## config.mk

```make
export PLATFORM = sky130hd
export DESIGN_NAME = bps_front
export DESIGN_NICKNAME = d
export VERILOG_FILES = /design/src/rtl/bps_pkg.sv /design/src/rtl/bps_front.sv
export SDC_FILE = /design/constraint.sdc
export NUM_CORES = 1
export LEC_CHECK = 0
export BUFFER_PORTS_ARGS = -buffer_cell sky130_fd_sc_hd__buf_2
export CAP_MARGIN = 20
export CORE_AREA = 2 2 163 165
export CTS_CLUSTER_DIAMETER = 30
export DETAILED_ROUTE_END_ITERATION = 7
export DIE_AREA = 0 0 165 167
export PLACE_DENSITY = 0.73
export SYNTH_ARGS = -nofsm -noshare
export SYNTH_HDL_FRONTEND = slang
export SYNTH_SLANG_ARGS = --single-unit
```

## constraint.sdc

```tcl
create_clock -name clock -period 4.8 [get_ports clock]
set_clock_uncertainty 0.15 [all_clocks]
set_input_delay 0.24 -clock clock [delete_from_list [all_inputs] [get_ports clock]]
set_output_delay 0.24 -clock clock [all_outputs]
set_load 0.01 [all_outputs]
```

## src/rtl/bps_pkg.sv

```systemverilog
// ----------------------------------------------------------------------------
// bps_pkg
// Shared constants for the box point sampler: default widths, register
// indexes, face codes and queue sizing.
// ----------------------------------------------------------------------------
package bps_pkg;

   localparam int COORD_WIDTH_DEFAULT = 32;
   localparam int FRAC_BITS_DEFAULT   = 16;
   localparam int RAND_WIDTH_DEFAULT  = 16;

   localparam int QUEUE_DEPTH = 4;

   localparam int REG_INDEX_WIDTH = 3;
   localparam logic [REG_INDEX_WIDTH-1:0] REG_MIN_X        = 3'd0;
   localparam logic [REG_INDEX_WIDTH-1:0] REG_MIN_Y        = 3'd1;
   localparam logic [REG_INDEX_WIDTH-1:0] REG_MIN_Z        = 3'd2;
   localparam logic [REG_INDEX_WIDTH-1:0] REG_MAX_X        = 3'd3;
   localparam logic [REG_INDEX_WIDTH-1:0] REG_MAX_Y        = 3'd4;
   localparam logic [REG_INDEX_WIDTH-1:0] REG_MAX_Z        = 3'd5;
   localparam logic [REG_INDEX_WIDTH-1:0] REG_SURFACE_MODE = 3'd6;

   localparam int FACE_WIDTH = 3;
   localparam logic [FACE_WIDTH-1:0] FACE_MIN_Z  = 3'd0;
   localparam logic [FACE_WIDTH-1:0] FACE_MAX_Z  = 3'd1;
   localparam logic [FACE_WIDTH-1:0] FACE_MIN_Y  = 3'd2;
   localparam logic [FACE_WIDTH-1:0] FACE_MAX_Y  = 3'd3;
   localparam logic [FACE_WIDTH-1:0] FACE_MIN_X  = 3'd4;
   localparam logic [FACE_WIDTH-1:0] FACE_MAX_X  = 3'd5;
   localparam logic [FACE_WIDTH-1:0] FACE_VOLUME = 3'd6;

endpackage

```

## src/rtl/bps_front.sv

```systemverilog
// ----------------------------------------------------------------------------
// bps_front
// Input stage: accept a word, take the side lengths of the box and the
// sampling mode, and hand the packed entry to the queue.
// ----------------------------------------------------------------------------
module bps_front #(
   parameter int COORD_WIDTH = bps_pkg::COORD_WIDTH_DEFAULT,
   parameter int RAND_WIDTH  = bps_pkg::RAND_WIDTH_DEFAULT,
   parameter int ENTRY_WIDTH = 4 * RAND_WIDTH + 3 * COORD_WIDTH + 1
) (
   input  logic                   clock,
   input  logic                   reset,
   input  logic                   in_valid,
   output logic                   in_ready,
   input  logic [RAND_WIDTH-1:0]  pick_fraction,
   input  logic [RAND_WIDTH-1:0]  rand_a,
   input  logic [RAND_WIDTH-1:0]  rand_b,
   input  logic [RAND_WIDTH-1:0]  rand_c,
   input  logic [COORD_WIDTH-1:0] min_x,
   input  logic [COORD_WIDTH-1:0] min_y,
   input  logic [COORD_WIDTH-1:0] min_z,
   input  logic [COORD_WIDTH-1:0] max_x,
   input  logic [COORD_WIDTH-1:0] max_y,
   input  logic [COORD_WIDTH-1:0] max_z,
   input  logic                   surface_mode,
   output logic                   out_valid,
   input  logic                   out_ready,
   output logic [ENTRY_WIDTH-1:0] out_entry
);

   logic                   valid_ff, valid_in;
   logic [ENTRY_WIDTH-1:0] entry_ff, entry_in;
   logic [COORD_WIDTH-1:0] len_x, len_y, len_z;
   logic                   accept;

   // clamp reversed axes to zero length
   assign len_x = ($signed(max_x) >= $signed(min_x)) ? max_x - min_x : '0;
   assign len_y = ($signed(max_y) >= $signed(min_y)) ? max_y - min_y : '0;
   assign len_z = ($signed(max_z) >= $signed(min_z)) ? max_z - min_z : '0;

   assign in_ready = !valid_ff || out_ready;
   assign accept   = in_valid && in_ready;
   assign valid_in = accept || (valid_ff && !out_ready);
   assign entry_in = {surface_mode, len_z, len_y, len_x,
                      rand_c, rand_b, rand_a, pick_fraction};

   always_ff @(posedge clock) begin
      if (reset) begin
         valid_ff <= 1'b0;
      end else begin
         valid_ff <= valid_in;
      end
   end

   always_ff @(posedge clock) begin
      if (accept) begin
         entry_ff <= entry_in;
      end
   end

   assign out_valid = valid_ff;
   assign out_entry = entry_ff;

endmodule

```

### Word-level counts from Yosys, hierarchy flattened

Index checks and enable logic that the tools add are counted.

| operators by class | value |
|---|---|
| magnitude comparators | 3 |
| reductions and logical operators | 6 |
| shifts and indexed selects | 0 |
| $add $sub $neg | 3 |
| mux-type cells | 0 |
| equality and inequality tests | 0 |
| divide/modulo/power cells | 0 |
| multipliers | 0 |
| bitwise operators | 0 |

Operators by type and width:

| operator | count |
|---|---|
| >= comparator 32 bit | 3 |
| subtractor 32 bit | 3 |
| logical AND 1 bit | 2 |
| logical NOT 1 bit | 2 |
| logical OR 1 bit | 2 |

| word-level totals | value |
|---|---|
| bits in latches | 0 |
| logic and storage cells | 17 |
| bits of input ports | 261 |
| flip-flop bits (word level) | 162 |
| memory bits (read-only) | 0 |
| memory bits (writable) | 0 |
| output and inout port bits | 163 |
| memories kept | 0 |

### Depth between registers and ports, before layout

Gate-level depths: netlist of the first run.

| depth | value |
|---|---|
| word-level depth | 4 |
| depth in mapped cells | 13 |

### Least setup slack after synthesis of the first run

No wires, ideal clock.

| timing path | value |
|---|---|
| path kind | flip-flop to flip-flop |
| start point | reg valid_ff (netlist: out_valid) |
| end point | reg entry_ff[0] (netlist: out_entry[0]) (enable) |
| path slack | -0.100 ns |
| clock period less this slack | 4.900 ns |
| library setup time | 0.541 ns |
| buffers on the path | 0 |
| arrival time | 4.209 ns |
| cell stages (with the launch flop) | 3 |
| path through | dfxtp_1 > nand2b_1 > and2_1 |

| between the ends | value |
|---|---|
| word-level cells in the longest chain between the ends | 3 |

Ends and longest elaborated chain:

| item | line | text |
|---|---|---|
| start, declared | bps_front.sv:31 | `logic valid_ff, valid_in;` |
| start signal, assigned | bps_front.sv:51 | `valid_ff <= valid_in;` |
| logical NOT 1 bit | bps_front.sv:41 | `assign in_ready = !valid_ff \|\| out_ready;` |
| logical OR 1 bit | bps_front.sv:41 |  |
| named net in_ready | bps_front.sv:14 | `output logic in_ready,` |
| logical AND 1 bit | bps_front.sv:42 | `assign accept = in_valid && in_ready;` |
| named net accept | bps_front.sv:34 | `logic accept;` |
| end signal, assigned | bps_front.sv:57 | `entry_ff <= entry_in;` |
| end, declared | bps_front.sv:32 | `logic [ENTRY_WIDTH-1:0] entry_ff, entry_in;` |

The timed path passes the listed nets, and every way through them passes these cells.
A chain may end at the register's enable or synchronous reset.

### Worst setup path in the final report of the first run

| timing path | value |
|---|---|
| start point | in min_x[2] |
| end point | reg entry_ff[78] (netlist: out_entry[78]), data pin |

| between the ends | value |
|---|---|
| word-level cells in the longest chain between the ends | 1 |

Ends and longest elaborated chain:

| item | line | text |
|---|---|---|
| start, declared | bps_front.sv:19 | `input logic [COORD_WIDTH-1:0] min_x,` |
| subtractor 32 bit / >= comparator 32 bit (equally long branches) | bps_front.sv:37 | `assign len_x = ($signed(max_x) >= $signed(min_x)) ? max_x - min_x : '0;` |

Several ways; a longest one is shown, not always the timed one.

==> key figures, run 1 <==
Placement
  • Pre-CTS setup slack: about 1300 ps
  • GP Congestion: 0.9391
  • I/O Buffers: 423
  • DP HPWL: roughly 25000 um

Setup path
  • Kind of critical path: in -> reg
  • Critical Path End: out_entry[78]
  • Critical path startpoint: min_x[2]
  • Worst reg2reg path startpoint: out_valid
  • Worst EP arrival: between 3000 and 4000 ps
  • Reg2Reg Setup Slack: between 2000 and 3000 ps
  • Crit start category: input port
  • Max FO, Critical Path: 20
  • Crit. End Element: register
  • Critical R2R Capture: out_entry[71]
  • Worst r2r path cells: 3
  • CP required: 4830 ps

STA
  • Worst slew margin: 54.52%
  • Final worst slack: 1721 ps
  • Slew at the pin with the worst max-slew slack: 682.2 ps
  • Minimum clock period: between 3000 and 4000 ps
  • Final Hold Fails: 0
  • # setup viols final: 0
  • Tcrit/Tclk final: around 64%
  • Slew Limit Fails: 0
  • RSZ-0062 raised after global routing: false
  • TNS Setup: 0 ps
  • Maximum clock frequency: roughly 320 MHz

Drt
  • Met3 wire len: 2414 um
  • Final ANT Viol Nets: 0
  • Met2 WL post-DR: 15670 um
  • 1st-pass router iterations: 5
  • Routed vias/inst: 5.228
  • Routed WL per cell: 16.55 um
  • DRT Wirelength: 31890 um
  • Metal-1 WL: 12910 um
  • Remaining DRCs: 0
  • Max Used Layer: met4
  • Vias post-DR: 10074
  • DRT iter0 DRCs: 682

Die
  • Die H: 167 um
  • Die ar.: 27560 um^2
  • Site Rows: 59
  • Initial cell density of the core: 41.74%
  • Die width: 165 um
  • I/O pins: approximately 420
  • Core Region: around 26000 um^2

Logic synthesis
  • Gate Count Post-Synth: about 1100
  • #FFs+latches synth: 162
  • Syn_nets: 1453
  • Syn_area_per_cell: 9.838 um^2
  • Post-synth ARST share: 0%
  • Post-synth EDFFs: ~160
  • Yosys cell types: 73
  • Seq/Total Area, Yosys: 45.15%
  • Synth Flop Type: edfxtp_1
  • Cell Area, Synth: 10750 um^2
  • YS warnings: 0

Pwr
  • Lkg Pwr: 0.006938 uW
  • Power Density: 311.8 nW/um^2
  • VDD IR max: around 0.00019 V

Clock tree
  • Clock tree buffer depth: 2
  • Worst-path clk slew: 90 ps
  • Root Buffer: clkbuf_16
  • CTS sink count: between 150 and 200
  • CTS Buf Count: 17
  • Clock latency on the worst-skew pair: 430 ps
  • TritonCTS clock tree: yes
  • H-tree levels: 4

Global route
  • Largest net degree at the start of global routing: 83
  • Total Routing Usage GR: ~22%
  • Initial antenna violation count: 1
  • Total grt overflow: 0
  • Vias in the first global route: ~9700
  • First-pass GRT wire length: approximately 50000 um

Flow run
  • Max capacitance violation total: 0

Final layout
  • Most frequent cells in the layout: 423 x buf_2, 161 x edfxtp_1, 126 x nor2_1
  • FILL cells: 2322
  • Layout area overhead: 34.95%
  • Share of layout cells above drive strength 1: 30.23%
  • Commonest non-fill, non-tap cell in the layout: buf_2
  • Layout net count: 1938

Worst hold path
  • Hold crit path type: in -> reg

Status
  • Run status: complete, no violations
cell families after synthesis:
kind of cell               Yosys count  synth area share, %
and+or+nand+nor                    332                14.68
AOI/OAI and AO/OA                  270                16.43
DFF                                162                45.15
buffers and inverters              151                5.539
adders and majority gates           99                11.73
xor gates and xnor gates            77                6.272
muxes                                2               0.1978
per-stage QoR:
step | instance area (um^2) | utilization, % | total power, uW | hold WS, ps | instances
after global placement | 13220 | 51.31 | 3058 | 247.9 | 1827
after detailed placement | 13220 | 51.31 | 3080 | 250.9 | 1827
after CTS | 14510 | 56.32 | 4565 | 82.03 | 1926
after global routing | 14510 | 56.33 | 4768 | 105.7 | 1927
after floorplan | 10750 | - | 2635 | 159.1 | 1093
final | 14510 | 56.33 | 4525 | 105.1 | 1927
metal layers:
metal	up-vias	global-route usage (%)
li1	4900	-
met1	4683	28.03
met2	430	38.30
met3	61	4.433
met4	0	7.977
met5	-	0
what timing repair did:
item                      CTS  global route
gates resized for setup     0             0
hold endpoints to repair   66             0
hold buffers               67             0
setup buffers               0             0
cell type report:
| cell class | count | area (um^2) | area share, % |
|---|---|---|---|
| multi-input combinational | 780 | 5311 | 36.60 |
| sequential | 162 | 4855 | 33.45 |
| timing repair buffer | 494 | 2843 | 19.59 |
| inverter | 123 | 461.7 | 3.182 |
| clock buffer | 17 | 425.4 | 2.932 |
| tap | 335 | 419.2 | 2.888 |
| clock inverter | 15 | 193.9 | 1.336 |
| antenna | 1 | 2.502 | 0.01724 |
worst min-delay path by stage:
stage                  start             end  depth (start not counted)
CTS                 min_y[0]   out_entry[96]                          3
detailed placement     reset       out_valid                          2
floorplan              reset       out_valid                          1
global route        min_x[0]   out_entry[64]                          3
global placement       reset       out_valid                          2
finish              min_z[0]  out_entry[128]                          3
registers in the layout, summed over array words and instances, names as in the netlist:
signal	flops
out_valid	1
out_entry	161
Yosys cell counts (11+ instances only):
cell type / count / area (um^2)
inv_1: 123 / 461.7
nand3_1: 22 / 110.1
nor2b_1: 16 / 100.1
o21ai_0: 46 / 230.2
nand2b_1: 12 / 75.07
a21oi_1: 83 / 415.4
a31oi_1: 11 / 68.82
nor3_1: 20 / 100.1
nor2_1: 126 / 473.0
nand2_1: 73 / 274.0
xnor2_1: 45 / 394.1
ha_1: 96 / 1201
a21o_1: 46 / 345.3
edfxtp_1: 161 / 4835
a211oi_1: 12 / 90.09
xor2_1: 32 / 280.3
o21a_1: 14 / 105.1
clkbuf_1: 19 / 71.32
nand4_1: 16 / 100.1
report_power, final:
part / internal (uW) / switching (uW)
clock: 717 / 708
combinational: 562 / 735
sequential: 1760 / 44.4
total: 3040 / 1490
critical path, cell delays in order:
cell and delay (ps):
buf_2 80, inv_1 30, ha_1 350, nor2b_1 190
o31a_1 290, o32ai_2 400, o21ai_0 170, a21oi_1 230
o21a_1 210, a211oi_1 110, a21oi_2 500, buf_12 240
nor2_1 60
Note: power is estimated with default switching activity, not from simulation.
==> run 2: changes to the inputs <==
==> constraint.sdc (replaced) <==
create_clock -name clock -period 2.7 [get_ports clock]
set_clock_uncertainty 0.15 [all_clocks]
set_input_delay 0.135 -clock clock [delete_from_list [all_inputs] [get_ports clock]]
set_output_delay 0.135 -clock clock [all_outputs]
set_load 0.01 [all_outputs]
==> key figures, run 2 (synthesis results as in run 1) <==
Final layout
  • Layout area overhead: 47.27% (was 34.95%)
  • Max reg flops: 161 (unchanged)
  • Share of layout cells above drive strength 1: 37.01% (was 30.23%)
  • Utilization after layout: 61.46% (was 56.33%)
  • Layout net count: 2090 (was 1938)
  • Most frequent cells in the layout: 423 x buf_2, 161 x edfxtp_1, 147 x buf_4 (was 423 x buf_2, 161 x edfxtp_1, 126 x nor2_1)
  • Commonest non-fill, non-tap cell in the layout: buf_2 (unchanged)

Setup path
  • Slowest CP cell: or4b_4 (was a21oi_2)
  • Crit. End Element: register (unchanged)
  • Cell family contributing the most delay on the critical path: simple AND/OR/NAND/NOR gates (was compound AO/OA/AOI/OAI gates)
  • Max FO, Critical Path: 9 (was 20)
  • Critical R2R Capture: out_entry[130] (was out_entry[71])
  • Worst reg2reg path startpoint: out_valid (unchanged)
  • Reg2Reg Setup Slack: 890 ps (was 2650 ps)
  • WP buf/inv: 3 (unchanged)
  • CP required: 2710 ps (was 4830 ps)
  • CP cell instances: buf_2, inv_12, ha_4, fa_2, nor2b_4, o311a_1, or4b_4, a21oi_4, nor2_2, a31o_4, o2111ai_4, and2_4, buf_12, nor4_2 (was buf_2, inv_1, ha_1, nor2b_1, o31a_1, o32ai_2, o21ai_0, a21oi_1, o21a_1, a211oi_1, a21oi_2, buf_12, nor2_1)
  • CP max stage delay: 550 ps (was 500 ps)
  • Crit start category: input port (unchanged)
  • CP Depth: 14 (was 13)
  • Kind of critical path: in -> reg (unchanged)
  • Worst EP arrival: 2640 ps (was 3110 ps)
  • Worst r2r path cells: 3 (unchanged)

STA
  • # setup viols final: 0 (unchanged)
  • Tcrit/Tclk final: 97.20%
  • Minimum clock period: 2624 ps
  • Slew Limit Fails: 0 (unchanged)
  • Slew at the pin with the worst max-slew slack: 695.5 ps (was 682.2 ps)
  • Final Hold Fails: 0 (unchanged)
  • Maximum clock frequency: 381.1 MHz
  • Worst slew margin: 53.20% (was 54.52%)

Global route
  • Largest net degree at the start of global routing: 63 (was 83)
  • Total grt overflow: 0 (unchanged)
  • GR Util met3: 5.380% (was 4.433%)
  • Vias in the first global route: 10604 (was 9729)
  • GR Layer Usage met1: 28.80% (was 28.03%)
  • Total Routing Usage GR: 24.43% (was 22.43%)
  • Grt peak-use layer: met2 (unchanged)
  • First-pass GRT wire length: 52730 um (was 48630 um)
  • Initial antenna violation count: 5 (was 1)
  • GRT met2 Usage: 43.15% (was 38.30%)

Drt
  • Routed WL per cell: 16.59 um (was 16.55 um)
  • DRT Wirelength: 34570 um (was 31890 um)
  • DRT iter0 DRCs: 719 (was 682)
  • Routed vias/inst: 5.095 (was 5.228)
  • Final ANT Viol Nets: 0 (unchanged)
  • 1st-pass router iterations: 5 (unchanged)
  • Remaining DRCs: 0 (unchanged)
  • Vias post-DR: 10613 (was 10074)

Clock tree
  • Worst-path clk slew: 80 ps (was 90 ps)
  • Clock latency on the worst-skew pair: 430 ps (about the same)
  • CTS sink count: 162 (unchanged)
  • CTS Buf Count: 17 (unchanged)
  • Root Buffer: clkbuf_16 (unchanged)
  • Clock tree buffer depth: 2 (unchanged)
  • TritonCTS clock tree: yes (unchanged)
  • H-tree levels: 4 (unchanged)

Die
  • Core Region: 25760 um^2 (unchanged)
  • Site Rows: 59 (unchanged)
  • Die width: 165 um (unchanged)
  • Die H: 167 um (unchanged)
  • I/O pins: 424 (unchanged)
  • Die ar.: 27560 um^2 (unchanged)
  • Initial cell density of the core: 41.74% (unchanged)

Placement
  • GP Congestion: 0.9490 (was 0.9391)
  • DP HPWL: 27040 um (was 24760 um)
  • I/O Buffers: 423 (unchanged)

Pwr
  • Overall Power: 8429 uW (was 4525 uW)
  • VDD IR max: 0.0002669 V (was 0.0001892 V)
  • Power Density: 532.3 nW/um^2 (was 311.8 nW/um^2)
  • Lkg Pwr: 0.007691 uW (was 0.006938 uW)

Worst hold path
  • Hold crit path type: in -> reg (unchanged)
  • Worst Hold Depth: 3 (unchanged)
  • Worst hold start: min_z[0] (unchanged)
  • Worst Hold End: out_entry[128] (unchanged)

Flow run
  • Max capacitance violation total: 0 (unchanged)

Status
  • Run status: complete, no violations (unchanged)
==> run 2: worst max path at each step <==
stage	slack, ps	startpoint	to
2_1_floorplan	-130	max_y[0]	out_entry[118]
6_report	80	max_y[0]	out_entry[118]
5_1_grt	-10	max_y[0]	out_entry[118]
4_1_cts	10	max_y[0]	out_entry[118]
3_5_place_dp	-430	max_y[0]	out_entry[109]
3_3_place_gp	-400	max_y[0]	out_entry[118]
==> run 2: metrics by stage <==
step	worst slack, ps	hold slack [ps]	cell area [um^2]	instances	setup TNS, ps
final	75.70	18.72	15840	2083	0
after global routing	-10.65	23.07	15830	2081	-38.39
after CTS	13.82	7.596	15750	2077	0
after global placement	-395.5	160.2	14450	1976	-19190
after floorplan	-126.4	54.07	10810	1093	-3188
after detailed placement	-434.0	163.2	14450	1976	-23120
==> run 2: layout make-up <==
| cell class | count | area [um^2] |
|---|---|---|
| fillers | 2137 | 9928 |
| multi-input cells | 780 | 5418 |
| flip-flops and latches | 162 | 4855 |
| repair buffers | 646 | 4051 |
| inverters | 123 | 474.2 |
| clock buffers | 17 | 425.4 |
| well taps | 335 | 419.2 |
| clock inverters | 15 | 180.2 |
| diodes | 5 | 12.51 |
==> run 2: metal layers <==
layer,wire (um),up-vias
li1,-,5200
met5,13,-
met3,2578,72
met2,17160,419
met4,1110,2
met1,13700,4920
==> run 2: worst register-to-register path, delay by kind of cell, from the launching register on <==
kind | cells | cell delay, ps
AND/OR/NAND/NOR | 2 | 550
buffers and inverters | 1 | 380
flip-flops | 1 | 330
==> run 2: repair_timing <==
item | CTS | global route
endpoints found under the hold margin | 68 | 0
endpoints found under the setup margin | 0 | 39
resized for setup | 0 | 13
buffers inserted | 0 | 1
hold buffers | 69 | 0
==> run 2: power breakdown <==
group          leakage, uW  internal (uW)  switching, uW  total (uW)
logic              0.00581           1280           1410        2680
registers          0.00159           3130           77.9        3210
clock network     0.000293           1270           1270        2540
total              0.00769           5670           2750        8430
