$ cat config.mk
export PLATFORM = sky130hd
export DESIGN_NAME = bps_queue
export DESIGN_NICKNAME = d
export VERILOG_FILES = /design/src/rtl/bps_pkg.sv /design/src/rtl/bps_queue.sv
export SDC_FILE = /design/constraint.sdc
export NUM_CORES = 1
export LEC_CHECK = 0
export BUFFER_PORTS_ARGS = -buffer_cell sky130_fd_sc_hd__buf_2
export CORE_MARGIN = 4
export CORE_UTILIZATION = 29
export CTS_CLUSTER_DIAMETER = 150
export DETAILED_ROUTE_END_ITERATION = 10
export GPL_TIMING_DRIVEN = 0
export PLACE_DENSITY = 0.51
export RECOVER_POWER = 50
export SYNTH_ARGS = -nofsm -noshare
export SYNTH_HDL_FRONTEND = slang
export SYNTH_SLANG_ARGS = --single-unit
$ cat constraint.sdc
create_clock -name clock -period 7.88 [get_ports clock]
set_clock_uncertainty 0.1 [all_clocks]
set_input_delay 1.576 -clock clock [delete_from_list [all_inputs] [get_ports clock]]
set_output_delay 1.576 -clock clock [all_outputs]
set_load 0.1 [all_outputs]
$ cat src/rtl/bps_pkg.sv
// ----------------------------------------------------------------------------
// bps_pkg
// Shared constants for the box point sampler: default widths, register
// indexes, face codes and queue sizing.
// ----------------------------------------------------------------------------
package bps_pkg;

   localparam int COORD_WIDTH_DEFAULT = 32;
   localparam int FRAC_BITS_DEFAULT   = 16;
   localparam int RAND_WIDTH_DEFAULT  = 16;

   localparam int QUEUE_DEPTH = 4;

   localparam int REG_INDEX_WIDTH = 3;
   localparam logic [REG_INDEX_WIDTH-1:0] REG_MIN_X        = 3'd0;
   localparam logic [REG_INDEX_WIDTH-1:0] REG_MIN_Y        = 3'd1;
   localparam logic [REG_INDEX_WIDTH-1:0] REG_MIN_Z        = 3'd2;
   localparam logic [REG_INDEX_WIDTH-1:0] REG_MAX_X        = 3'd3;
   localparam logic [REG_INDEX_WIDTH-1:0] REG_MAX_Y        = 3'd4;
   localparam logic [REG_INDEX_WIDTH-1:0] REG_MAX_Z        = 3'd5;
   localparam logic [REG_INDEX_WIDTH-1:0] REG_SURFACE_MODE = 3'd6;

   localparam int FACE_WIDTH = 3;
   localparam logic [FACE_WIDTH-1:0] FACE_MIN_Z  = 3'd0;
   localparam logic [FACE_WIDTH-1:0] FACE_MAX_Z  = 3'd1;
   localparam logic [FACE_WIDTH-1:0] FACE_MIN_Y  = 3'd2;
   localparam logic [FACE_WIDTH-1:0] FACE_MAX_Y  = 3'd3;
   localparam logic [FACE_WIDTH-1:0] FACE_MIN_X  = 3'd4;
   localparam logic [FACE_WIDTH-1:0] FACE_MAX_X  = 3'd5;
   localparam logic [FACE_WIDTH-1:0] FACE_VOLUME = 3'd6;

endpackage

$ cat src/rtl/bps_queue.sv
// ----------------------------------------------------------------------------
// bps_queue
// Short first-in first-out queue between the input stage and the datapath.
// ----------------------------------------------------------------------------
module bps_queue #(
   parameter int ENTRY_WIDTH = 161
) (
   input  logic                   clock,
   input  logic                   reset,
   input  logic                   in_valid,
   output logic                   in_ready,
   input  logic [ENTRY_WIDTH-1:0] in_entry,
   output logic                   out_valid,
   input  logic                   out_ready,
   output logic [ENTRY_WIDTH-1:0] out_entry
);

   localparam int DEPTH = bps_pkg::QUEUE_DEPTH;
   localparam int PTR_W = $clog2(DEPTH);
   localparam int CNT_W = $clog2(DEPTH + 1);

   logic [ENTRY_WIDTH-1:0] mem_ff [DEPTH];
   logic [PTR_W-1:0]       wr_ptr_ff, wr_ptr_in;
   logic [PTR_W-1:0]       rd_ptr_ff, rd_ptr_in;
   logic [CNT_W-1:0]       count_ff, count_in;
   logic                   push, pop;

   assign in_ready  = count_ff != CNT_W'(DEPTH);
   assign out_valid = count_ff != '0;
   assign push      = in_valid && in_ready;
   assign pop       = out_valid && out_ready;
   assign out_entry = mem_ff[rd_ptr_ff];

   always_comb begin
      wr_ptr_in = push ? wr_ptr_ff + PTR_W'(1) : wr_ptr_ff;
      rd_ptr_in = pop ? rd_ptr_ff + PTR_W'(1) : rd_ptr_ff;
      count_in  = count_ff;
      if (push && !pop) begin
         count_in = count_ff + CNT_W'(1);
      end else if (pop && !push) begin
         count_in = count_ff - CNT_W'(1);
      end
   end

   always_ff @(posedge clock) begin
      if (reset) begin
         wr_ptr_ff <= '0;
         rd_ptr_ff <= '0;
         count_ff  <= '0;
      end else begin
         wr_ptr_ff <= wr_ptr_in;
         rd_ptr_ff <= rd_ptr_in;
         count_ff  <= count_in;
      end
   end

   always_ff @(posedge clock) begin
      if (push) begin
         mem_ff[wr_ptr_ff] <= in_entry;
      end
   end

`ifndef NO_ASSERTIONS
   a_count_bound: assert property (@(posedge clock) disable iff (reset)
      count_ff <= CNT_W'(DEPTH))
      else $error("queue count above depth");

   a_count_push: assert property (@(posedge clock) disable iff (reset)
      (push && !pop) |=> count_ff == $past(count_ff) + CNT_W'(1))
      else $error("queue count missed a push");
`endif

endmodule

=== After elaboration in Yosys (flattened, before gate mapping) ===
Memory sizes are Yosys's and may differ from the RTL's. A register that Yosys moved wholly into a read port is not among the register bits.
Cells that the tools add are included.

* Shifts and indexed selects: 0
* Divide/modulo/power cells: 0
* Magnitude comparators: 0
* Multiplexer cells: 6
* Equal/unequal tests: 1
* Bitwise logic cells: 0
* Reduce and logical (&&, ||, !) cells: 8
* Multiply operators: 0
* Add/sub/neg operators: 4

{| class="wikitable"
|+ Operator list
! operator !! count
|-
| 3-bit two-way mux || 2
|-
| 2-bit by 1-bit adder with 2-bit output (second input constant) || 2
|-
| 1-bit logical AND || 4
|-
| 2-bit two-way mux || 2
|-
| 3-bit by 1-bit adder with 3-bit output (second input constant) || 1
|-
| 3-bit inequality test (second input constant) || 1
|-
| 3-bit nonzero test || 1
|-
| 3-bit by 1-bit subtractor with 3-bit output (second input constant) || 1
|-
| 1-bit zero test || 2
|-
| 1-bit two-way mux || 2
|-
| 2-bit nonzero test || 1
|}

* Latch bits: 0
* Word-level logic and storage cells: 23
* Bits in writable memories: 644
* Output and inout bits: 163
* Input port bits: 165
* Memories: 1
* ROM bits: 0
* Register bits: 7

{| class="wikitable"
|+ Memories
! name !! depth !! bits a word !! rd ports !! clocked after memory_dff !! write ports !! RTL line !! text
|-
| mem_ff || 4 || 161 || 1 || 1 || 1 || bps_queue.sv:22 || <nowiki>logic [ENTRY_WIDTH-1:0] mem_ff [DEPTH];</nowiki>
|}

=== Depth between registers and ports, before layout ===
Gate-level depths: netlist of run 1.

* Depth in word-level cells: 6
* Depth in mapped cells: 8
* Depth with buffers taken out: 8

=== Worst setup path before layout of run 1 ===
Ideal clock, no wire load.

* Path type: input to register
* Start point: input in_valid
* End point: memory mem_ff[0][0] (enable)
* Arrival: 5565 ps
* Path slack: 1675 ps
* Library setup time: 540 ps
* Path buffers: 0
* Stages: 2
* Cell sequence: a21boi_2 -> and2_1

* Cells in the longest elaborated chain, start to end: 3

{| class="wikitable"
|+ Ends and longest elaborated chain
! what !! RTL line !! text
|-
| from (decl) || bps_queue.sv:10 || <nowiki>input logic in_valid,</nowiki>
|-
| 1-bit logical AND || bps_queue.sv:30 || <nowiki>assign push = in_valid && in_ready;</nowiki>
|-
| 1-bit two-way mux || bps_queue.sv:58 || <nowiki>if (push) begin</nowiki>
|-
| 1-bit two-way mux (implied by the code) || bps_queue.sv:59 || <nowiki>mem_ff[wr_ptr_ff] <= in_entry;</nowiki>
|-
| to (decl) || bps_queue.sv:22 ||
|}

Every way passes these cells.

=== Final worst setup path of run 1 ===
* Start point: input in_valid
* End point: memory mem_ff[1][120] (enable)

* Cells in the longest elaborated chain, start to end: 3

{| class="wikitable"
|+ Ends and longest elaborated chain
! what !! RTL line !! text
|-
| 1-bit logical AND || bps_queue.sv:30 ||
|-
| net push || bps_queue.sv:26 || <nowiki>logic push, pop;</nowiki>
|-
| 1-bit two-way mux || bps_queue.sv:58 ||
|-
| 1-bit two-way mux (implied by the code) || bps_queue.sv:59 ||
|}

The timed path passes the listed nets, and every way through them passes these cells.

==> results.ini, run 1 <==
[run_status]
status = finished with violations
violations = capacitance limit, slew limit

[logic_synthesis]
syn_inst = 889
yosysSeqAreaShare = 0.825
syn-cell-area_um2 = 23700
synth-seq-cells = 653
syn_nets = 1060
synth.avg_cell_area_um2 = 26.6
synth.distinct_cells = 22
ys_warn_count = 0

[sta]
fmax_mhz = 213
hold_viol = 0
timing.final.crit_share = 0.597
grt_setup_unrepaired = no
tightest_slew_ns = 2.20
final_max_slew_viol_count = 66
setup_slack_ns = 3.17
max_slew_margin = -0.468
setup_viol = 0
fin_crit_ns = 4.71

[global_routing]
grt_overflow = 0
grt_pass1_vias = 11700
antenna_found_initial = 10
grt_pass1_wl_mm = 75.7
grt_usage = 0.117
grt_max_degree = 52

[detailed_routing]
drt-met1-wl_mm = 20.8
post-route-drc-count = 0
routedWlPerCell_um = 21.1
totalWireLength_mm = 51.1
drt_first_pass_iters = 5
drtIter0Drc = 498
highest_layer = met5
vias_per_cell = 4.43
wl_met2_mm = 25.2
vias = 10700
wl_met3_mm = 3.74
drtAntennaViolNets = 0

[clocking]
cts_sinks = 653
ctsHoldBuffers = 0
numCtsBuffers = 73
ctsResizeCount = 0
cts_setup_buffers = 0
cts.path.max_buffers = 3
cts-root-buf = clkbuf_16
htree_num_levels = 3
cts_tree = done
worstSkewPairLatency_ns = 0.59
path_clk_slew_ns = 0.05

[critical_path]
crit_top_cell = buf_16
crit_type = input port to register
max_stage_delay_ns = 1.72
cpMaxStageDelayCell = and2_0
path_buf_inv = 3
path_cells = buf_2, a21boi_0, and2_0, buf_16, buf_16
start_kind = input port
critPathRequiredTime_ns = 8.03
end_kind = register
cp_top_family = simple AND/OR/NAND/NOR gates
crit_fanout = 46
worst_ep_arrival_time_ns = 4.85

[job]
maxCapViolCount = 3

[placement]
port_buffers = 326
gp_congestion = 0.681
dpl_cell_area_um2 = 27000
preCtsSetupSlack_ns = 3.92
hpwl_mm = 32.8

[final_layout]
layout_commonest_cell = edfxtp_1
nets = 1473
final_cell_mix = edfxtp_1, clkbuf_1, buf_2
post-route-util = 0.361
final_design_area_no_fill_um2 = 29100
areaGrowthSynthToFinish_pct = 23.1
drive_above_1_share = 0.345

[min_path]
hold_path_class = register to register

[die]
rows = 104
chipHeight_um = 294
die_w_um = 294
core_region_area_um2 = 80700
io_pins = 328
die_area_um2 = 86300
start_util = 0.293

==> layer usage <==
layer / vias to the layer above / global-route usage
li1: 4701 / -
met5: - / 0
met3: 97 / 0.0410
met4: 4 / 0.0386
met1: 5635 / 0.144
met2: 287 / 0.195
==> Yosys cell counts <==
library cell | n | area [um^2]
inv_1 | 3 | 11.3
nor2_1 | 8 | 30.0
buf_2 | 18 | 90.1
mux2i_1 | 2 | 20.0
o311ai_0 | 1 | 8.76
edfxtp_1 | 644 | 19300
dfxtp_1 | 9 | 180
fa_1 | 1 | 20.0
ha_1 | 5 | 62.6
nand2_1 | 1 | 3.75
clkbuf_1 | 8 | 30.0
xor2_1 | 4 | 35.0
mux4_2 | 161 | 3630
nand2b_1 | 2 | 12.5
and2_1 | 4 | 25.0
or3_1 | 2 | 12.5
a21boi_2 | 1 | 11.3
o21ai_0 | 1 | 5.00
mux2_2 | 1 | 11.3
buf_6 | 11 | 124
o31ai_1 | 1 | 7.51
a21oi_1 | 1 | 5.00
==> cell type report <==
class	instances	area, um^2
Buffer	37	244
Tap cell	1060	1330
Multi-Input combinational cell	196	3890
Clock inverter	42	414
Sequential cell	653	19500
Clock buffer	89	1950
Timing Repair Buffer	338	1760
Inverter	3	11.3
Antenna cell	5	12.5
Fill cell	7504	51500
==> final timing paths <==
check	to	from	slack, ns	cells after the start
worst max-delay path	mem_ff[1][120]$_DFFE_PP_	in_valid	3.17	5
worst min-delay path	wr_ptr_ff[1]$_SDFFE_PP0P_	wr_ptr_ff[1]$_SDFFE_PP0P_	0.42	2
worst max register to register	mem_ff[1][120]$_DFFE_PP_	count_ff[0]$_SDFFE_PP0P_	3.67	5
worst min register to register	wr_ptr_ff[1]$_SDFFE_PP0P_	wr_ptr_ff[1]$_SDFFE_PP0P_	0.42	2
==> sequential cells by signal, summed over array words and instances (netlist names), named ones only <==
name       count
mem_ff       644
rd_ptr_ff      2
count_ff       3
wr_ptr_ff      2
==> kinds of logic after synthesis <==
| family | after synthesis | share of synthesized area |
|---|---|---|
| mux | 164 | 0.155 |
| xor+xnor | 4 | 0.00148 |
| compound gates | 5 | 0.00159 |
| fa+ha+maj | 6 | 0.00349 |
| simple gates | 17 | 0.00354 |
| buf+inv | 40 | 0.0108 |
| flops | 653 | 0.825 |
==> worst register-to-register path, stage by stage (launching register included) <==
cell	delay, ns
dfxtp_1	0.47
nor2_1	0.09
a21boi_0	0.71
and2_0	1.72
buf_16	0.33
buf_16	0.36
==> stage by stage <==
step | instances | setup TNS [ns] | hold WS (ns)
floorplan | 889 | 0 | 0.382
global placement | 2275 | -1346.36 | 0.394
detailed placement | 2287 | 0 | 0.415
CTS | 2418 | 0 | 0.423
global route | 2418 | 0 | 0.443
finish | 2423 | 0 | 0.419
Power of run 1 is not shown: default switching activity piles up to over one toggle a cycle in this logic, so the estimate is an artifact.
==> run 2, diff against run 1 <==
clock period = 4.8 ns   (was 7.88 ns; I/O delays follow)
==> run 2 against run 1 <==
Net effect: the flow still finishes with violations (capacitance limit, slew limit); register-to-register slack worse by 2.8 ns; first-iteration DRC count is 28% higher; flip-flop and latch count stayed put; largest cell class unchanged; highest routed layer unchanged.
==> results.ini, run 2 (synthesis results as in run 1) <==
[run_status]
status = finished with violations
violations = capacitance limit, slew limit

[critical_path]
start_kind = register
worstRegToRegCells = 5  ; unchanged
crit_fanout = 49  ; +6.5%
r2r-start = count_ff[0]$_SDFFE_PP0P_
r2r-end = mem_ff[1][86]$_DFFE_PP_
worst_ep_arrival_time_ns = 4.07  ; -0.78 ns
regToRegSetupSlack_ns = 0.87  ; -2.80 ns
end_kind = register
critPathRequiredTime_ns = 4.94  ; -3.09 ns
crit_type = register to register

[detailed_routing]
post-route-drc-count = 0  ; unchanged
routedWlPerCell_um = 21.6  ; +2.3%
drt_first_pass_iters = 6  ; +1
totalWireLength_mm = 52.3  ; +2.4%
vias_per_cell = 4.41  ; -0.31%
drtAntennaViolNets = 0  ; unchanged
drtIter0Drc = 638  ; +28%
vias = 10700  ; -0.22%

[min_path]
hold_path_class = register to register
min_path_cells = 2  ; unchanged
hold_path_startpoint = wr_ptr_ff[1]$_SDFFE_PP0P_
whs_endpoint = wr_ptr_ff[1]$_SDFFE_PP0P_

[sta]
holdWs_ns = 0.424  ; +0.00427 ns
grt_setup_unrepaired = no
fmax_mhz = 254
timing.final.crit_share = 0.820
final_max_slew_viol_count = 57  ; -14%
tightest_slew_ns = 2.23  ; +0.0303 ns
fin_crit_ns = 3.93
setup_viol = 0  ; unchanged
hold_viol = 0  ; unchanged
max_slew_margin = -0.488  ; -0.0194

[final_layout]
final_design_area_no_fill_um2 = 29200  ; +0.13%
top_register = mem_ff
layout_commonest_cell = edfxtp_1
areaGrowthSynthToFinish_pct = 23.2
nets = 1473  ; unchanged
instances_no_fill = 2425  ; +0.083%
drive_above_1_share = 0.345  ; unchanged
fillers = 7550  ; +0.61%
largest_reg_flops = 644  ; unchanged
final_cell_mix = edfxtp_1, clkbuf_1, buf_2
layout_top_registers = mem_ff x644, count_ff x3

[placement]
hpwl_mm = 33.3  ; +1.6%
gp_congestion = 0.693  ; +1.7%
port_buffers = 326  ; unchanged
placed_cells = 2287  ; unchanged
dpl_cell_area_um2 = 27000  ; unchanged

[global_routing]
grt_usage = 0.120  ; +0.00299
antenna_found_initial = 9  ; -1
grt_max_degree = 52  ; unchanged
grt_pass1_wl_mm = 76.7  ; +1.4%
grt_pass1_vias = 11900  ; +1.9%
grt_overflow = 0  ; unchanged

[die]
start_util = 0.293  ; unchanged
die_w_um = 294  ; unchanged
core_region_area_um2 = 80700  ; unchanged
io_pins = 328  ; unchanged
chipHeight_um = 294  ; unchanged
die_area_um2 = 86300  ; unchanged
rows = 104  ; unchanged

[clocking]
htree_num_levels = 3  ; unchanged
cts-root-buf = clkbuf_16
cts.path.max_buffers = 3  ; unchanged
ctsResizeCount = 0  ; unchanged
path_clk_slew_ns = 0.05  ; about the same
ctsHoldBuffers = 0  ; unchanged
cts_tree = done
cts_sinks = 653  ; unchanged
numCtsBuffers = 73  ; unchanged
worstSkewPairLatency_ns = 0.60  ; about the same
cts_setup_buffers = 0  ; unchanged

[job]
maxCapViolCount = 2  ; -1

[run 2: critical path: stages, from the launching register on]
cell and delay, ns:
dfxtp_1 0.44, nor2_1 0.09, a21boi_0 0.74, and2_1 1.49, buf_16 0.31, buf_16 0.28
[run 2: how the worst max path moves through the flow]
stage,startpoint,end,cells after the start
final,count_ff[0]$_SDFFE_PP0P_,mem_ff[1][86]$_DFFE_PP_,5
after global routing,count_ff[0]$_SDFFE_PP0P_,mem_ff[0][140]$_DFFE_PP_,4
after CTS,register,out_entry[140],5
after detailed placement,register,out_entry[140],5
after global placement,in_valid,mem_ff[0][76]$_DFFE_PP_,3
after floorplan,in_valid,mem_ff[0][0]$_DFFE_PP_,2
[run 2: layer usage]
layer  track usage  share of wire  vias up
met5             0        0.00038        -
met4        0.0379          0.025        2
met3        0.0408          0.073       94
met2         0.202           0.50      285
met1         0.148           0.40     5618
li1              -              -     4701
[run 2: area by class of cell]
cell class / count / area, um^2 / area share
Tap cell: 1060 / 1330 / 0.0455
Timing Repair Buffer: 338 / 1760 / 0.0604
Antenna cell: 7 / 17.5 / 0.000601
Clock buffer: 94 / 1930 / 0.0661
Clock inverter: 37 / 464 / 0.0159
Buffer: 37 / 244 / 0.00837
Sequential cell: 653 / 19500 / 0.669
Multi-Input combinational cell: 196 / 3900 / 0.134
Inverter: 3 / 11.3 / 0.000386
[run 2: through the flow]
stage | TNS [ns] | worst slack [ns] | util
final | 0 | 0.866 | 0.362
after global routing | 0 | 0.421 | 0.361
after CTS | 0 | 0.672 | 0.364
after detailed placement | 0 | 1.35 | 0.334
after global placement | -756.30 | -1.21 | 0.330
after floorplan | 0 | 1.00 | -
Power of run 2 is left out for the same reason.
==> run 3, diff against run 2 <==
ABC_AREA = 1   (was not set)
PLACE_DENSITY = 0.53   (was 0.51)
clock period = 3.15 ns   (was 4.8 ns; I/O delays follow)
==> run 3 against run 2 <==
Net effect: the flow now finishes without violations; count of clock-buffer cells in the layout is 5 lower; flip-flop and latch count is the same; non-clock buffer count is 88 higher; via count up 43%; first-iteration DRC count is 77% higher; synthesized cell count rose by 83%; global-route usage grew 3.5 points; highest routed layer unchanged; cell count is 32% higher; utilization increased by 2.4 points; critical path depth is 2 higher; register-to-register slack got worse by 0.53 ns; worst setup slack got worse by 0.76 ns.
==> results.ini, run 3 <==
[power_and_ir_drop]
leakage_nw = 10.7
netSwitchingPower_w = 0.0156
pwr-share-seq = 0.312
p_total_w = 0.0344
power_frac_comb = 0.451
clock_power_share = 0.237
power.density_nw_per_um2 = 1090
p_int_w = 0.0188
irDropWorstVdd_mv = 0.636
p_sw_frac = 0.453

[final_layout]
post-route-util = 0.385  ; +0.0237
multiInputGateArea_um2 = 4640  ; +19%
areaGrowthSynthToFinish_pct = 31.1
top_register = mem_ff
final_cell_mix = edfxtp_1, nor2_1, o21ai_0
final_design_area_no_fill_um2 = 31700  ; +8.8%
drive_above_1_share = 0.236  ; -0.108
largest_reg_flops = 644  ; unchanged
layout_commonest_cell = edfxtp_1
seq_area_um2 = 19500  ; about the same
instances_no_fill = 3193  ; +32%
nets = 2229  ; +51%
layout_top_registers = mem_ff x644, count_ff x3
fillers = 7672  ; +1.6%

[clocking]
numCtsBuffers = 74  ; +1.4%
cts_sinks = 653  ; unchanged
htree_num_levels = 3  ; unchanged
path_clk_slew_ns = 0.06  ; about the same
cts.path.max_buffers = 3  ; unchanged
cts-root-buf = clkbuf_16
ctsHoldBuffers = 0  ; unchanged
worstSkewPairLatency_ns = 0.61  ; about the same
cts_tree = done

[logic_synthesis]
synth_area_leader_cell = edfxtp_1
yosysSeqAreaShare = 0.807  ; -0.0181
ys_warn_count = 0  ; unchanged
synth_edf_count = 644  ; unchanged
synthTopCellsByArea = edfxtp_1, o21ai_0, nor2_1
synth.distinct_cells = 20  ; -9.1%
syn_nets = 1796  ; +69%
synth.avg_cell_area_um2 = 14.9  ; -44%
syn-cell-area_um2 = 24200  ; +2.2%
synthFlopType = edfxtp_1
async_flop_share = 0  ; unchanged
synth-seq-cells = 653  ; unchanged
post-synth-top-count-cell = edfxtp_1
syn_inst = 1625  ; +83%
yosysTopAreaCellShare = 0.799  ; -0.0179
yosys-top-cells-count = edfxtp_1, nor2_1, o21ai_0, o22ai_1, clkbuf_1

[critical_path]
crit_fanout = 10  ; -80%
start_kind = register
critPathRequiredTime_ns = 2.42  ; -2.52 ns
crit_type = register to output pin
end_kind = output pin
worst_ep_arrival_time_ns = 2.32  ; -1.75 ns

[sta]
fin_crit_ns = 3.05
setup_viol = 0  ; unchanged
fmax_mhz = 328
max_slew_margin = 0.414  ; +0.901
holdWs_ns = 0.126  ; -0.297 ns
timing.final.crit_share = 0.968
final_max_slew_viol_count = 0  ; -100%
grt_setup_unrepaired = yes
hold_viol = 0  ; unchanged
tightest_slew_ns = 0.877  ; -1.35 ns

[die]
rows = 105  ; +0.96%
chipHeight_um = 297  ; +1.1%
die_area_um2 = 88100  ; +2.2%
io_pins = 328  ; unchanged
die_w_um = 297  ; +1.1%
start_util = 0.294  ; +0.000402
core_region_area_um2 = 82400  ; +2.1%

[placement]
hpwl_mm = 46.4  ; +39%
gp_congestion = 0.735  ; +6.0%
placed_cells = 3050  ; +33%
port_buffers = 327  ; +0.31%
dpl_cell_area_um2 = 28300  ; +5.1%

[global_routing]
grt_overflow = 0  ; unchanged
grt_usage = 0.156  ; +0.0352
grt_pass1_wl_mm = 104  ; +35%
grt_max_degree = 27  ; -48%
antenna_found_initial = 15  ; +6
grt_pass1_vias = 15900  ; +33%

[detailed_routing]
totalWireLength_mm = 70.7  ; +35%
drtAntennaViolNets = 0  ; unchanged
vias_per_cell = 4.78  ; +8.4%
post-route-drc-count = 0  ; unchanged
drtIter0Drc = 1132  ; +77%
vias = 15300  ; +43%
drt_first_pass_iters = 5  ; -1
routedWlPerCell_um = 22.1  ; +2.6%

[job]
maxCapViolCount = 0  ; -2

[min_path]
hold_path_class = input port to register

[run_status]
status = finished clean

run 3: changes by cell type after synthesis, sizes merged, moves of 4 or more:
cell    previous run  this run
buf               29        48
inv                3        16
and2               4         0
nor2               8       336
nand2              1        15
nand3              0         4
o22ai              0       161
o21ai              1       323
mux4             161         0
clkbuf             8        58
run 3: kinds of logic (layout without fill, tap and decap cells):
logic type      Yosys count  in the layout  synth area share
simple gates            356            356            0.0556
other cells               0              7                 0
compound gates          487            487             0.109
fa+ha+maj                 6              6           0.00341
buf+inv                 122            613            0.0251
xor+xnor                  1              1          0.000362
flops                   653            653             0.807
run 3: critical path, stage by stage, from the launching register on:
cell      delay, ns
dfxtp_1        0.32
buf_6          0.17
buf_12         0.14
buf_12         0.15
clkbuf_4       0.23
o21ai_0        0.12
o22ai_1        0.29
buf_6          0.28
run 3: routing by layer:
| layer | vias to the layer above | share of wire | track usage |
|---|---|---|---|
| met2 | 442 | 0.50 | 0.266 |
| met4 | 12 | 0.024 | 0.0477 |
| met3 | 113 | 0.078 | 0.0525 |
| li1 | 7045 | - | - |
| met1 | 7654 | 0.40 | 0.186 |
| met5 | - | 0.0013 | 0 |
run 3: power groups by stage:
stage	combinational (W)	clock, W	sequential (W)
6_report	0.0156	0.00815	0.0107
5_1_grt	0.0162	0.00876	0.0108
4_1_cts	0.0157	0.00837	0.0108
3_5_place_dp	0.0141	0	0.0109
3_3_place_gp	0.0137	0	0.0111
2_1_floorplan	0.0107	0	0.0110
run 3: per-stage QoR:
step           worst slack (ns)  setup TNS [ns]
4_1_cts                 -0.0203         -0.0575
6_report                  0.102               0
3_3_place_gp              -2.91        -1817.80
2_1_floorplan            -0.475         -297.06
3_5_place_dp            -0.0370          -0.110
5_1_grt                 -0.0432         -0.0620
run 3: path summary, 6_finish.rpt:
| check | from | endpoint | slack, ns | cells past startpoint |
|---|---|---|---|---|
| worst max-delay path | register | out_entry[48] | 0.10 | 7 |
| worst min-delay path | reset | count_ff[0]$_SDFFE_PP0P_ | 0.13 | 2 |
| worst max register to register | count_ff[0]$_SDFFE_PP0P_ | mem_ff[0][91]$_DFFE_PP_ | 0.34 | 8 |
| worst min register to register | rd_ptr_ff[0]$_SDFFE_PP0P_ | rd_ptr_ff[0]$_SDFFE_PP0P_ | 0.41 | 2 |
run 3: final cells by class:
cell class,instances,area share
inverter,16,0.00213
tap,1070,0.0422
buffer,105,0.0274
clock inverter,45,0.0123
sequential,653,0.615
multi-input combinational,850,0.146
antenna,7,0.000552
clock buffer,89,0.0608
timing repair buffer,358,0.0931
run 3: timing repair:
item / CTS / global route
gates resized for setup: 407 / 44
setup buffers: 2 / 0
setup endpoints to repair: 161 / 100
pin swaps: 7 / 4
cloned: 1 / 0
Note: power is estimated with default switching activity, not from simulation.
